`config.mk`:
```
export PLATFORM = sky130hd
export DESIGN_NAME = bdpc_merge
export DESIGN_NICKNAME = d
export VERILOG_FILES = /design/src/rtl/bdpc_pkg.sv /design/src/rtl/bdpc_merge.sv
export SDC_FILE = /design/constraint.sdc
export NUM_CORES = 1
export LEC_CHECK = 0
export BUFFER_PORTS_ARGS = -buffer_cell sky130_fd_sc_hd__buf_4
export CAP_MARGIN = 20
export CORE_MARGIN = 2
export CORE_UTILIZATION = 27
export DETAILED_ROUTE_END_ITERATION = 7
export GPL_TIMING_DRIVEN = 0
export MAX_ROUTING_LAYER = met4
export PLACE_DENSITY = 0.84
export SLEW_MARGIN = 15
export SYNTH_ARGS = -nofsm -noshare
export SYNTH_HDL_FRONTEND = slang
export SYNTH_SLANG_ARGS = --single-unit
```
`constraint.sdc`:
```
create_clock -name vclk -period 0.8
set_input_delay 0.08 -clock vclk [all_inputs]
set_output_delay 0.08 -clock vclk [all_outputs]
set_load 0.01 [all_outputs]
```
`src/rtl/bdpc_pkg.sv`:
```
package bdpc_pkg;

  localparam int unsigned TimeW  = 32;
  localparam int unsigned CfgW   = 16;
  localparam int unsigned LevelW = 2;
  localparam int unsigned IdxW   = 2;
  localparam int unsigned RegIdxW = 8;

  // Configuration register indexes.
  localparam logic [RegIdxW-1:0] REG_DEBOUNCE   = 8'd0;
  localparam logic [RegIdxW-1:0] REG_LONG_PRESS = 8'd1;

  localparam logic [CfgW-1:0] DEBOUNCE_RESET   = 16'd20;
  localparam logic [CfgW-1:0] LONG_PRESS_RESET = 16'd1000;

  typedef enum logic [1:0] {
    EV_NONE  = 2'd0,
    EV_SHORT = 2'd1,
    EV_LONG  = 2'd2
  } event_e;

  typedef struct packed {
    logic [TimeW-1:0]  now_ms;
    logic [LevelW-1:0] pressed_levels;
    logic              restart;
    logic              take_request;
    logic [IdxW-1:0]   button_index;
    logic              discard_all;
  } in_item_t;

  typedef struct packed {
    logic [1:0]        taken_event;
    logic [LevelW-1:0] raw_levels;
    logic [LevelW-1:0] stable_levels;
    logic [TimeW-1:0]  held_ms;
  } out_item_t;

  typedef struct packed {
    logic [CfgW-1:0] debounce_ms;
    logic [CfgW-1:0] long_press_ms;
  } cfg_t;

  typedef struct packed {
    logic restart;
    logic clear;
  } lane_ctrl_t;

  typedef struct packed {
    logic             raw;
    logic             stable;
    event_e           pending;
    logic [TimeW-1:0] held;
  } lane_stat_t;

endpackage

```
`src/rtl/bdpc_merge.sv`:
```
module bdpc_merge
  import bdpc_pkg::*;
#(
  parameter int unsigned NUM_BUTTONS = 2
) (
  input  lane_stat_t             stat_i [NUM_BUTTONS],
  input  logic                   take_i,
  input  logic [IdxW-1:0]        idx_i,
  output logic [NUM_BUTTONS-1:0] take_hit_o,
  output out_item_t              item_o
);

  logic [NUM_BUTTONS-1:0] raw_all;
  logic [NUM_BUTTONS-1:0] stable_all;
  event_e                 ev;
  logic [TimeW-1:0]       held;

  always_comb begin
    ev   = EV_NONE;
    held = '0;
    for (int b = 0; b < NUM_BUTTONS; b++) begin
      raw_all[b]    = stat_i[b].raw;
      stable_all[b] = stat_i[b].stable;
      take_hit_o[b] = 1'b0;
      // An index past the last button matches no lane.
      if (int'(idx_i) == b) begin
        take_hit_o[b] = take_i;
        held          = stat_i[b].held;
        if (take_i) begin
          ev = stat_i[b].pending;
        end
      end
    end
    item_o.taken_event   = ev;
    item_o.raw_levels    = LevelW'(raw_all);
    item_o.stable_levels = LevelW'(stable_all);
    item_o.held_ms       = held;
  end

endmodule

```
After elaboration in Yosys (flattened, before gate mapping):

Cells that the tools add are included.
Widths: inputs -> output; s select.

* eq/ne operators: 1
* multiplexer cells: 8
* reduce and logical (&&, ||, !) cells: 1

Operators with widths (count)
* $mux 32: 2
* $mux 2: 4
* $eq 2x2->1 const B: 1
* $logic_not 2->1: 1
* $mux 1: 2

* register bits after elaboration: 0
* input port bits: 75
* output and inout bits: 40

Depth between registers and ports, before layout:

* depth after elaboration: 4
* gate-level depth with buffers: 4

Worst setup path before layout:

Ideal clock, no wire load.

* path type: input port to output port
* from: input port idx_i[0]
* to: output port item_o[10] (netlist bit)
* arrival: 0.634 ns
* path slack: 0.086 ns
* stages: 4
* path buffers: 2
* cells stage by stage: buf_6 buf_12 mux2i_1 nor2_1

RTL lines
* from (decl): line bdpc_merge.sv:8 `input logic [IdxW-1:0] idx_i,`
* to (decl): line bdpc_merge.sv:10 `output out_item_t item_o`

==> qor.csv <==
metric,value,unit
p_per_area,560,nW/um2
num_vias,1028,
first_global_vias,930,
synth_top_family_by_area,multiplexers,
required,0.72,ns
layout_common_cells,"buf_4, nor2_1, mux2i_1",
setup-violations-final,7,
clock_buffers,0,
slew_viol_final,0,
start_util,27.9,%
syn_to_final_growth,166,%
cap_violations,0,
core_area,2170,um2
crit_chain,buf_16 > buf_12 > mux2i_2 > nor2_1 > buf_4,
antenna_found_initial,0,
port_buffers,109,
maxSlewHeadroom,88.4,%
grt_start_max_net_pins,11,
antenna_cells,0,
post_drt_wl_per_cell,12.4,um
ys_seq_area_share,0,%
crit_path_end_kind,output port,
seqCellArea,0,um2
rows,17,
arrival,0.75,ns
min_from,stat_i[34],
ios,115,
dieArea,2640,um2
synth_cells,84,
ant_nets,0,
period_share,104,%
place.gp.congestion,0.713,
max_freq,1.20,GHz
worst_slew_pin_slew,0.171,ns
synth_nets,159,
ir_drop,0.390,mV
worst_setup_path_start_kind,input port,
netlist-cell-type-count,9,
drc,0,
rsz0062_at_grt,true,
yosysTopAreaCellShare,56.2,%
dp_hpwl,2.24,mm
cp_slowest_cell,mux2i_2,
setup.worst_path.start,idx_i[0],
grt_pass1_wl,3.90,mm
synthMuxAreaShare,56.2,%
dr.pass1.iters,4,
postSynthAreaPerCell,7.21,um2
hold_path_depth,2,
synth-simple-area-share,23.3,%
final_layout_size_suffix_gt1_share,65.7,%
layout_commonest_cell,buf_4,
synth_top_area_cell,mux2i_1,
die_h,51.4,um
final_nets,275,
post-route-min-period,0.832,ns
worstSetupPathType,input port to output port,
vias_per_cell,4.55,
worst_slack,-0.0317,ns
fin_util,74.2,%
holdBufCountCts,0,
n_fill_cell,152,
first_iter_violations,13,
synth_xor_area_share,0,%
outcome,finished with violations,
overflow,0,
critPathMaxFanout,6,
hp-class,input port to output port,
yosys-top-cells-area,"mux2i_1, nor2_1, buf_12",
ys_warn_count,0,
grt_usage,19.0,%
violations,setup timing,
post-place-ws,-0.101,ns
wirelength,2.81,mm
fin_hold_ws,0.338,ns
die-width,51.4,um
synth_compound_area_share,0,%
power.leakage,0.948,nW
final.setup.tns,-0.0912,ns
synth_area,606,um2
cpPeakStageDelay,0.22,ns
synth_adder_area_share,0,%
flops_and_latches,0,
finalHoldViolations,0,
[power breakdown]
part	switching, W	leakage (nW)	internal [W]
sequential	0	0	0
combinational	0.000319	0.948	0.000582
clock	0	0	0
[Yosys cell counts]
library cell / n
buf_12: 3
nor2_1: 36
inv_1: 1
clkbuf_1: 1
mux2i_1: 34
buf_2: 3
buf_6: 1
buf_4: 4
nand2b_1: 1
[what timing repair did]
item | in CTS | in global routing
pin swaps | 1 | 5
gates resized for setup | 4 | 10
cloned | 1 | 3
buffers inserted | 0 | 2
setup endpoints to repair | 31 | 34
[cell families after synthesis]
| logic type | count (synthesis) |
|---|---|
| simple gates | 37 |
| mux | 34 |
| buf+inv | 13 |
[metal layers]
layer	vias to the layer above	wire length [um]	track usage [%]
li1	504	-	-
met1	448	939	19.1
met2	74	1510	38.7
met3	2	347	3.51
met4	0	21	1.32
met5	-	0	-
[path summary, 6_finish.rpt]
| kind | slack [ns] | to |
|---|---|---|
| min | 0.34 | item_o[33] |
| max | -0.03 | item_o[22] |
[cell type report]
cell class                      instances  area (um2)  area share (%)
Buffer                                 12         143            8.86
Tap cell                               28        35.0            2.18
Multi-Input combinational cell         71         500            31.1
Inverter                                1        3.75           0.233
Timing Repair Buffer                  114         928            57.7
[critical path: cells and delay by family]
kind / cells / cell delay (ns)
buffers and inverters: 3 / 0.38
muxes: 1 / 0.22
and+or+nand+nor: 1 / 0.06
[per-stage QoR]
step           area [um2]  total power, W  std cells
6_report             1610        0.000901        226
4_1_cts              1500        0.000845        222
3_5_place_dp         1460        0.000816        221
3_3_place_gp         1460        0.000799        221
2_1_floorplan         606        0.000341         84
5_1_grt              1610        0.000963        226
Power figures use the tool's default switching activity.
