`src/rtl/bdpc_pkg.sv`:
```
package bdpc_pkg;

  localparam int unsigned TimeW  = 32;
  localparam int unsigned CfgW   = 16;
  localparam int unsigned LevelW = 2;
  localparam int unsigned IdxW   = 2;
  localparam int unsigned RegIdxW = 8;

  // Configuration register indexes.
  localparam logic [RegIdxW-1:0] REG_DEBOUNCE   = 8'd0;
  localparam logic [RegIdxW-1:0] REG_LONG_PRESS = 8'd1;

  localparam logic [CfgW-1:0] DEBOUNCE_RESET   = 16'd20;
  localparam logic [CfgW-1:0] LONG_PRESS_RESET = 16'd1000;

  typedef enum logic [1:0] {
    EV_NONE  = 2'd0,
    EV_SHORT = 2'd1,
    EV_LONG  = 2'd2
  } event_e;

  typedef struct packed {
    logic [TimeW-1:0]  now_ms;
    logic [LevelW-1:0] pressed_levels;
    logic              restart;
    logic              take_request;
    logic [IdxW-1:0]   button_index;
    logic              discard_all;
  } in_item_t;

  typedef struct packed {
    logic [1:0]        taken_event;
    logic [LevelW-1:0] raw_levels;
    logic [LevelW-1:0] stable_levels;
    logic [TimeW-1:0]  held_ms;
  } out_item_t;

  typedef struct packed {
    logic [CfgW-1:0] debounce_ms;
    logic [CfgW-1:0] long_press_ms;
  } cfg_t;

  typedef struct packed {
    logic restart;
    logic clear;
  } lane_ctrl_t;

  typedef struct packed {
    logic             raw;
    logic             stable;
    event_e           pending;
    logic [TimeW-1:0] held;
  } lane_stat_t;

endpackage

```
`src/rtl/bdpc_lane.sv`:
```
module bdpc_lane
  import bdpc_pkg::*;
(
  input  logic             clk_i,
  input  logic             rst_ni,
  input  logic             en_i,
  input  logic             lvl_i,
  input  logic [TimeW-1:0] now_i,
  input  lane_ctrl_t       ctrl_i,
  input  cfg_t             cfg_i,
  output lane_stat_t       stat_o
);

  logic             raw_q, raw_d;
  logic             stable_q, stable_d;
  logic             armed_q, armed_d;
  logic             long_done_q, long_done_d;
  logic [TimeW-1:0] rct_q, rct_d;
  logic [TimeW-1:0] pst_q, pst_d;
  event_e           pend_q, pend_d;

  logic             raw_chg, settle, press, release_s, long_hit;
  logic [TimeW-1:0] raw_diff, press_diff, held;
  event_e           ev_upd;

  always_comb begin
    raw_chg    = lvl_i != raw_q;
    raw_diff   = raw_chg ? '0 : now_i - rct_q;
    settle     = (lvl_i != stable_q) && (raw_diff >= TimeW'(cfg_i.debounce_ms));
    press      = settle && lvl_i;
    release_s  = settle && !lvl_i;
    press_diff = press ? '0 : now_i - pst_q;

    raw_d       = lvl_i;
    rct_d       = raw_chg ? now_i : rct_q;
    stable_d    = settle ? lvl_i : stable_q;
    pst_d       = press ? now_i : pst_q;
    armed_d     = release_s ? 1'b1 : armed_q;
    long_done_d = press ? 1'b0 : long_done_q;

    ev_upd = pend_q;
    if (release_s && armed_q && !long_done_q && pend_q == EV_NONE) begin
      ev_upd = EV_SHORT;
    end
    long_hit = stable_d && armed_d && !long_done_d &&
               (press_diff >= TimeW'(cfg_i.long_press_ms));
    if (long_hit) begin
      long_done_d = 1'b1;
      if (ev_upd == EV_NONE) begin
        ev_upd = EV_LONG;
      end
    end
    held = stable_d ? press_diff : '0;

    if (ctrl_i.restart) begin
      raw_d       = lvl_i;
      stable_d    = lvl_i;
      armed_d     = !lvl_i;
      long_done_d = 1'b0;
      rct_d       = now_i;
      pst_d       = now_i;
      ev_upd      = EV_NONE;
      held        = '0;
    end

    // The take and the discard act after the update, so the lane reports
    // the event before they clear it.
    pend_d = ctrl_i.clear ? EV_NONE : ev_upd;

    stat_o.raw     = raw_d;
    stat_o.stable  = stable_d;
    stat_o.pending = ev_upd;
    stat_o.held    = held;
  end

  always_ff @(posedge clk_i or negedge rst_ni) begin
    if (!rst_ni) begin
      raw_q       <= 1'b0;
      stable_q    <= 1'b0;
      armed_q     <= 1'b1;
      long_done_q <= 1'b0;
      rct_q       <= '0;
      pst_q       <= '0;
      pend_q      <= EV_NONE;
    end else if (en_i) begin
      raw_q       <= raw_d;
      stable_q    <= stable_d;
      armed_q     <= armed_d;
      long_done_q <= long_done_d;
      rct_q       <= rct_d;
      pst_q       <= pst_d;
      pend_q      <= pend_d;
    end
  end

endmodule

```
`config.mk`:
```
export PLATFORM = sky130hd
export DESIGN_NAME = bdpc_lane
export DESIGN_NICKNAME = d
export VERILOG_FILES = /design/src/rtl/bdpc_pkg.sv /design/src/rtl/bdpc_lane.sv
export SDC_FILE = /design/constraint.sdc
export NUM_CORES = 1
export LEC_CHECK = 0
export BUFFER_PORTS_ARGS = -buffer_cell sky130_fd_sc_hd__buf_2
export CORE_MARGIN = 2
export CORE_UTILIZATION = 35
export DETAILED_ROUTE_END_ITERATION = 10
export PLACE_DENSITY_LB_ADDON = 0.1
export RECOVER_POWER = 100
export SYNTH_ARGS = -nofsm -noshare
export SYNTH_HDL_FRONTEND = slang
export SYNTH_SLANG_ARGS = --single-unit
```
`constraint.sdc`:
```
create_clock -name clk_i -period 14.6 [get_ports clk_i]
set_input_delay 1.46 -clock clk_i [delete_from_list [all_inputs] [get_ports clk_i]]
set_output_delay 1.46 -clock clk_i [all_outputs]
set_load 0.005 [all_outputs]
```
======== Word-level counts from Yosys, hierarchy flattened ========
Index checks and enable logic that the tools add are counted.
Widths: inputs -> output; s select.
storage, ports and cells
  word-level logic and storage cells ...... 51
  register bits after elaboration ......... 70
  output and inout port bits .............. 36
  input port bits ......................... 70
cells by class
  $add $sub $neg .......................... 2
  eq/ne operators ......................... 2
  muxes and demuxes ....................... 20
  order comparisons ....................... 2
  reductions and logical operators ........ 18
operator list
  operator           number
  $mux 32            8
  $ge 32x16->1       2
  $sub 32x32->32     2
  $mux 2             5
  $logic_and 1x1->1  9
  $mux 1             7
  $logic_not 2->1    2
  $reduce_and 2->1   2
  $reduce_bool 2->1  2
  $logic_not 1->1    3
  $ne 1x1->1         2

======== Longest topological paths before layout ========
Gate-level depths: netlist (run 1).
  word-level depth ........................ 14
  depth in mapped cells ................... 33
  gate-level depth less buffers ........... 32

======== Least setup slack after synthesis (run 1) ========
No wires, ideal clock.
  kind .................................... in2out
  start ................................... input port now_i[1]
  end ..................................... output port stat_o[33] (netlist name)
  slack ................................... 6.069 ns
  path buffers ............................ 1
  arrival time ............................ 7.071 ns
  data required time ...................... 13.140 ns
  stages on the path ...................... 31
  cell sequence ........................... ha_1 > nor2b_1 > o2111ai_1 > and3_1 > o21ai_0 > a21o_1 > a21oi_1 > xor2_1 > nor2_1 > ha_1 > a21o_1 > a21o_1 > a221oi_1 > o21ai_1 > or3_1 > o221ai_4 > buf_2 > nand2b_1 > ha_1 > nand2b_1 > a21o_1 > a21o_1 > a211oi_1 > o21ai_0 > a31oi_1 > nand4_1 > nor4b_1 > nand4_1 > a21boi_1 > a21o_1 > o31ai_1
RTL lines
  element          line             source
  start, declared  bdpc_lane.sv:8   input logic [TimeW-1:0] now_i,
  end, declared    bdpc_lane.sv:11  output lane_stat_t stat_o

==> results.md, run 1 <==
- Die Y: around 160 um
- DP Worst Slack: just under 5 ns
- Clk Latency, worst-skew pair: approximately 0.34 ns
- # IOs: approximately 110
- Worst-margin pin slew: about 2.9 ns
- GRT Residual Overflow: 0
- Worst R2R Setup Slack: ~6.6 ns
- Final worst setup slack: between 4 and 5 ns
- Final setup fails: 0
- Worst-path fanout max: 19
- PortBufs: 105
- Syn_area_per_cell: approximately 8.2 um2
- Top cells by area, synth: dfrtp_1, ha_1, inv_1
- Vias in the first global route: 6979
- Wirelength per Cell: between 15 and 20 um
- Dpl cells: ~1300
- Global-route wire length before repair: 35900 um
- Yosys warnings: 0
- Final hold slack: 0.488 ns
- Cell count after synthesis: ~980
- Worst Skew: between 0.004 and 0.005 ns
- Maximum clock frequency: 0.0948 GHz
- CP most frequent cell: a21o_1
- Slew headroom: -95.4%
- TritonRoute pass-1 iters: 5
- Site row count: 55
- Fin crit period: between 10 and 15 ns
- Total core area: ~0.023 mm2
- DRT antenna net count: 0
- HP Start: pst_q[2]
- Leakage: between 4 and 5 nW
- CTS Buffer Depth: 2
- EDFF count, synth: 0
- Data arrival, critical path: approximately 9.1 ns
- Largest net degree at the start of global routing: between 50 and 60
- Unique masters post-synth: between 70 and 80
- Root Driver: clkbuf_16
- Mapped Nets: roughly 1100
- Vias/cell: around 5.2
- Share of synthesized registers carrying an async set or reset: 100%
- Worst Path Required: 13.14 ns
- Clk slew on worst S/H paths: about 0.06 ns
- Critical R2R Capture: long_done_q
- Setup crit end kind: primary output
- Min-delay worst type: reg2reg
- Clk sinks: 70
- Reg2Reg Depth: 28
- Largest area contributor in the netlist: dfrtp_1
- Number of CTS-inserted buffers: 9
- Hold path depth: 1
- Final Hold Viols: 0
- DRC Markers: 0
- Slowest stage delay, CP: approximately 1.0 ns
- Final GP Congestion: ~0.85
- Die area: ~0.024 mm2
- Setup TNS: 0 ns
- Layout cells sized above 1: 14.7%
- Finished Core Util: about two fifths
- Top-count cell post-synth: inv_1
- Hpwl dp: about 17000 um
- Hold Path Sink: pst_q[2]
- P per Cell Area: approximately 130 mW/mm2
- Reg2reg start: rct_q[0]
- Most frequent cells after synthesis: inv_1, ha_1, a21oi_1
- Top-area cell type share of the netlist area: 21.6%
- Post CTS Setup Buffer Count: 0
- Multi-input gate area: between 0.005 and 0.006 mm2
- Register area: roughly 0.0018 mm2
- Critical Path Slowest Stage Cell: o221ai_1
- N_diodes: 0
- Layout area overhead: 11.5%
- Initial antenna violation count: 0
- Critical Path Start Type: primary input
- PostCTS Resize Cnt: 0
- # fillers: about 2400
- Power, Total: about 1.1 mW
- CTS tree: built
- Crit path kind: in2out
- Main synth FF type: dfrtp_1
- Fin cells: between 1000 and 1500
- Final period util: approximately 72%
- Sequential share of the synthesized area: between 20% and 30%
- Initial DRC Count: 352
- Max-Cap Viols: 3
- Max-slew violations: ~120
- Final wirelength: around 22000 um
- Chip Width: about 160 um
- Post-DP Area: 0.00871 mm2
- Post-synthesis cell area: roughly 0.0080 mm2
- Status: complete, but fails checks
- Initial Utilization: between 30% and 40%
- Failing checks: max-capacitance violations, max-slew violations
- Routed vias: between 7000 and 8000
- Seq cells post-synth: 70
- GRT Util Overall: approximately 19%
- Final instance area: 0.00891 mm2
- CTS H-Tree Depth: 3
- VDD IR max: a little over 60 uV
- # hold bufs at CTS: 0
- RSZ-0062 raised after global routing: false
- Nets: about 1200
-- sequential cells by signal (all words and copies together), names as in the netlist --
name and flops:
pst_q 32, rct_q 32, pend_q 2, armed_q 1
long_done_q 1, raw_q 1, stable_q 1
-- how the worst max path moves through the flow --
stage,from,to,slack (ns),cells past startpoint
2_1_floorplan,now_i[1],stat_o[33],6.07,31
3_3_place_gp,now_i[1],stat_o[33],5.05,32
3_5_place_dp,now_i[1],stat_o[33],4.87,32
4_1_cts,now_i[1],stat_o[33],4.85,32
5_1_grt,now_i[0],stat_o[33],2.95,31
6_report,now_i[0],stat_o[33],4.05,31
-- layout make-up --
class,instances,share of cell area (%)
clock buffer,10,2.68
clock inverter,6,0.688
inverter,116,4.89
multi-input combinational,757,62.3
tap,285,4.00
sequential,70,19.7
timing repair buffer,108,5.76
-- where the power goes --
part,internal (mW),switching (mW)
Clock,0.136,0.0917
Combinational,0.280,0.382
Sequential,0.231,0.0191
-- metal layers --
| metal | share of wire, % | vias up | wire [um] | global-route usage (%) |
|---|---|---|---|---|
| met5 | 0 | - | 0 | 0 |
| met4 | 0.64 | 0 | 138 | 3.40 |
| met3 | 2.6 | 8 | 565 | 2.59 |
| met1 | 48 | 3321 | 10300 | 24.3 |
| met2 | 49 | 97 | 10600 | 32.8 |
| li1 | - | 3635 | - | - |
-- logic make-up (layout without fill, tap and decap cells) --
kind of cell,after synthesis,after routing,share of synthesized area [%]
compound gates,255,255,21.8
simple gates,285,285,18.0
buf+inv,150,240,7.78
xor+xnor,53,53,5.81
mux,68,68,9.51
flops,70,70,21.9
fa+ha+maj,96,96,15.2
-- worst max-delay path: cells and delay by family --
kind / cells / cell delay, ns
compound gates: 14 / 3.92
simple gates: 9 / 2.06
buf+inv: 3 / 0.25
fa+ha+maj: 4 / 1.21
xor+xnor: 1 / 0.19
-- cell usage in the layout (no fill, tap or decap), drive strengths merged, types with 6 or more instances in the layout --
cell type	n
a21o	32
mux2	63
nand2	71
xor2	19
nor3	17
nor2b	18
a21oi	79
nor2	82
o21a	8
o21ai	55
clkbuf	42
nand4	24
or2	6
o31ai	7
a31oi	7
nand3	19
nand2b	9
o211ai	10
inv	116
and2	9
buf	76
o21bai	6
dfrtp	69
a211oi	11
xnor2	34
and3	13
ha	94
Note: power is estimated with default switching activity, not from simulation.
==> run 2, diff against run 1 <==
==> constraint.sdc (replaced) <==
create_clock -name clk_i -period 9.75 [get_ports clk_i]
set_input_delay 0.975 -clock clk_i [delete_from_list [all_inputs] [get_ports clk_i]]
set_output_delay 0.975 -clock clk_i [all_outputs]
set_load 0.005 [all_outputs]
==> run 2 against run 1 <==
Net effect:
- the run still ends with max-capacitance violations, max-slew violations left
- sequential power rose by 50%
- sequential share of layout area barely moved
- clock skew is 0.0057 ns higher
- hold slack better by 0.00080 ns
- via count decreased by 0.33%
==> results.md, run 2 (synthesis results as in run 1) <==
- RSZ-0062 raised after global routing: false (unchanged)
- Switching part of the total power: 43.0% (was 43.2%)
- DRC Markers: 0 (unchanged)
- Vias/cell: 5.20 (was 5.22)
- Site row count: 55 (unchanged)
- Net Sw Power: 0.745 mW (was 0.493 mW)
- HP Start: pst_q[29] (was pst_q[2])
- Chip Width: 155 um (unchanged)
- P per Cell Area: 194 mW/mm2 (was 128 mW/mm2)
- Final GP Congestion: 0.847 (about the same)
- Largest registers: pst_q x32, rct_q x32, pend_q x2 (unchanged)
- Number of CTS-inserted buffers: 9 (unchanged)
- Setup TNS: 0 ns (unchanged)
- GRT Util Overall: 18.1% (was 18.6%)
- Crit path kind: in2out (unchanged)
- CTS H-Tree Depth: 3 (unchanged)
- GRT Residual Overflow: 0 (unchanged)
- Critical Path Start Type: primary input (unchanged)
- Slew headroom: -177% (was -95.4%)
- Leading cell types in the layout, fill and taps excluded: inv_1, ha_1, a21oi_1 (unchanged)
- Worst Skew: 0.0104 ns (was 0.00461 ns)
- Worst setup startpoint: now_i[0] (unchanged)
- Worst-path fanout max: 19 (unchanged)
- Total core area: 0.0225 mm2 (unchanged)
- Final period util: 88.9%
- PostCTS Resize Cnt: 0 (unchanged)
- CTS tree: built (unchanged)
- DRT antenna net count: 0 (unchanged)
- Vias in the first global route: 6839 (was 6979)
- Clock power frac: 21.2% (was 20.0%)
- Layout cells sized above 1: 14.1% (was 14.7%)
- Leakage: 4.36 nW (was 4.38 nW)
- Maximum clock frequency: 0.115 GHz
- Clk sinks: 70 (unchanged)
- Internal cell power: 0.990 mW (was 0.647 mW)
- Routed vias: 7038 (was 7061)
- TritonRoute pass-1 iters: 5 (unchanged)
- VDD IR max: 90.3 uV (was 61.8 uV)
- # fillers: 2413 (was 2423)
- Final setup fails: 0 (unchanged)
- Min-delay worst type: reg2reg (unchanged)
- # IOs: 106 (unchanged)
- Failing checks: max-capacitance violations, max-slew violations (unchanged)
- PortBufs: 105 (unchanged)
- Worst-margin pin slew: 4.15 ns (was 2.93 ns)
- Largest net degree at the start of global routing: 71 (was 53)
- Final Hold Viols: 0 (unchanged)
- # hold bufs at CTS: 0 (unchanged)
- Status: complete, but fails checks (unchanged)
- Max-Cap Viols: 4 (was 3)
- Max-slew violations: 157 (was 122)
- Most common cell after layout, fill and taps aside: inv_1 (unchanged)
- Worst Path Required: 8.78 ns (was 13.14 ns)
- Die area: 0.0241 mm2 (unchanged)
- Setup crit end kind: primary output (unchanged)
- Hpwl dp: 17200 um (was 17400 um)
- CTS Buffer Depth: 2 (unchanged)
- Clk Latency, worst-skew pair: 0.34 ns (about the same)
- Nets: 1228 (unchanged)
- Clk slew on worst S/H paths: 0.06 ns (about the same)
- Post CTS Setup Buffer Count: 0 (unchanged)
- Initial Utilization: 35.5% (unchanged)
- Critical Path Slowest Stage Cell: a2111oi_0 (was o221ai_1)
- Power, Total: 1.73 mW (was 1.14 mW)
- CP most frequent cell: a21o_1 (unchanged)
- Final wirelength: 21500 um (was 21600 um)
- Fin crit period: 8.67 ns
- Layout area overhead: 11.7% (was 11.5%)
- Die Y: 155 um (unchanged)
- Initial antenna violation count: 2 (was 0)
- Data arrival, critical path: 7.69 ns (was 9.09 ns)
- Slowest stage delay, CP: 0.53 ns (was 1.03 ns)
- Wirelength per Cell: 15.9 um (was 16.0 um)
- Reg2reg start: rct_q[1] (was rct_q[0])
- Initial DRC Count: 301 (was 352)
- Global-route wire length before repair: 35200 um (was 35900 um)
- Comb pwr share: 57.2% (was 58.1%)
- Root Driver: clkbuf_16 (unchanged)
- Sequential Power Share: 21.6% (was 21.9%)
-- run 2: cell count changes in the layout (fill, tap and decap cells not counted), moves of 2 or more --
cell,change
diode_2,+2
and2_1,+5
clkinv_2,-2
and2_0,-5
clkbuf_2,-5
clkbuf_1,+4
buf_1,+2
-- run 2: cell type report --
type	count	area [um2]	area share (%)
Multi-Input combinational cell	757	5550	62.2
Sequential cell	70	1750	19.6
Timing Repair Buffer	108	503	5.64
Inverter	116	435	4.88
Tap cell	285	357	4.00
Clock buffer	9	225	2.52
Clock inverter	7	97.6	1.09
Antenna cell	2	5.00	0.0561
-- run 2: final timing paths --
| path | end | slack, ns | cells past startpoint |
|---|---|---|---|
| setup / recovery | stat_o[33] | 1.08 | 31 |
| hold / removal | pst_q[29] | 0.49 | 1 |
| setup reg to reg | long_done_q | 2.67 | 31 |
| hold reg to reg | pst_q[29] | 0.49 | 1 |
| max in group asynchronous | rct_q[19] | 5.21 | 2 |
| min in group asynchronous | rct_q[3] | 2.18 | 2 |
-- run 2: through the flow --
stage	setup slack, ns	area, um2	instances	hold WS, ns	util, %
6_report	1.08	8920	1354	0.489	39.6
5_1_grt	0.217	8920	1352	0.508	39.6
4_1_cts	1.02	9030	1352	0.495	40.2
3_5_place_dp	1.06	8710	1336	0.481	38.7
3_3_place_gp	1.20	8710	1336	0.474	38.7
2_1_floorplan	2.19	7990	977	0.454	-
-- run 2: per-layer routing --
layer  global-route usage (%)  vias up  part of all wire [%]
met5                        0        -                     0
met3                     2.62       15                   3.3
li1                         -     3641                     -
met2                     32.3      114                    48
met4                     3.48        0                   1.0
met1                     23.4     3268                    47
-- run 2: worst max-delay path, delay by kind of cell --
| kind | cells | cell delay (ns) |
|---|---|---|
| fa+ha+maj | 4 | 1.18 |
| compound gates | 14 | 3.07 |
| simple gates | 9 | 2.01 |
| buf+inv | 3 | 0.26 |
| xor+xnor | 1 | 0.19 |
-- run 2: power by group through the flow --
stage / clock, mW / combinational [mW] / sequential, mW
2_1_floorplan: 0 / 0.774 / 0.370
3_3_place_gp: 0 / 1.02 / 0.378
3_5_place_dp: 0 / 1.01 / 0.380
4_1_cts: 0.382 / 1.02 / 0.374
5_1_grt: 0.391 / 1.13 / 0.382
6_report: 0.368 / 0.993 / 0.374
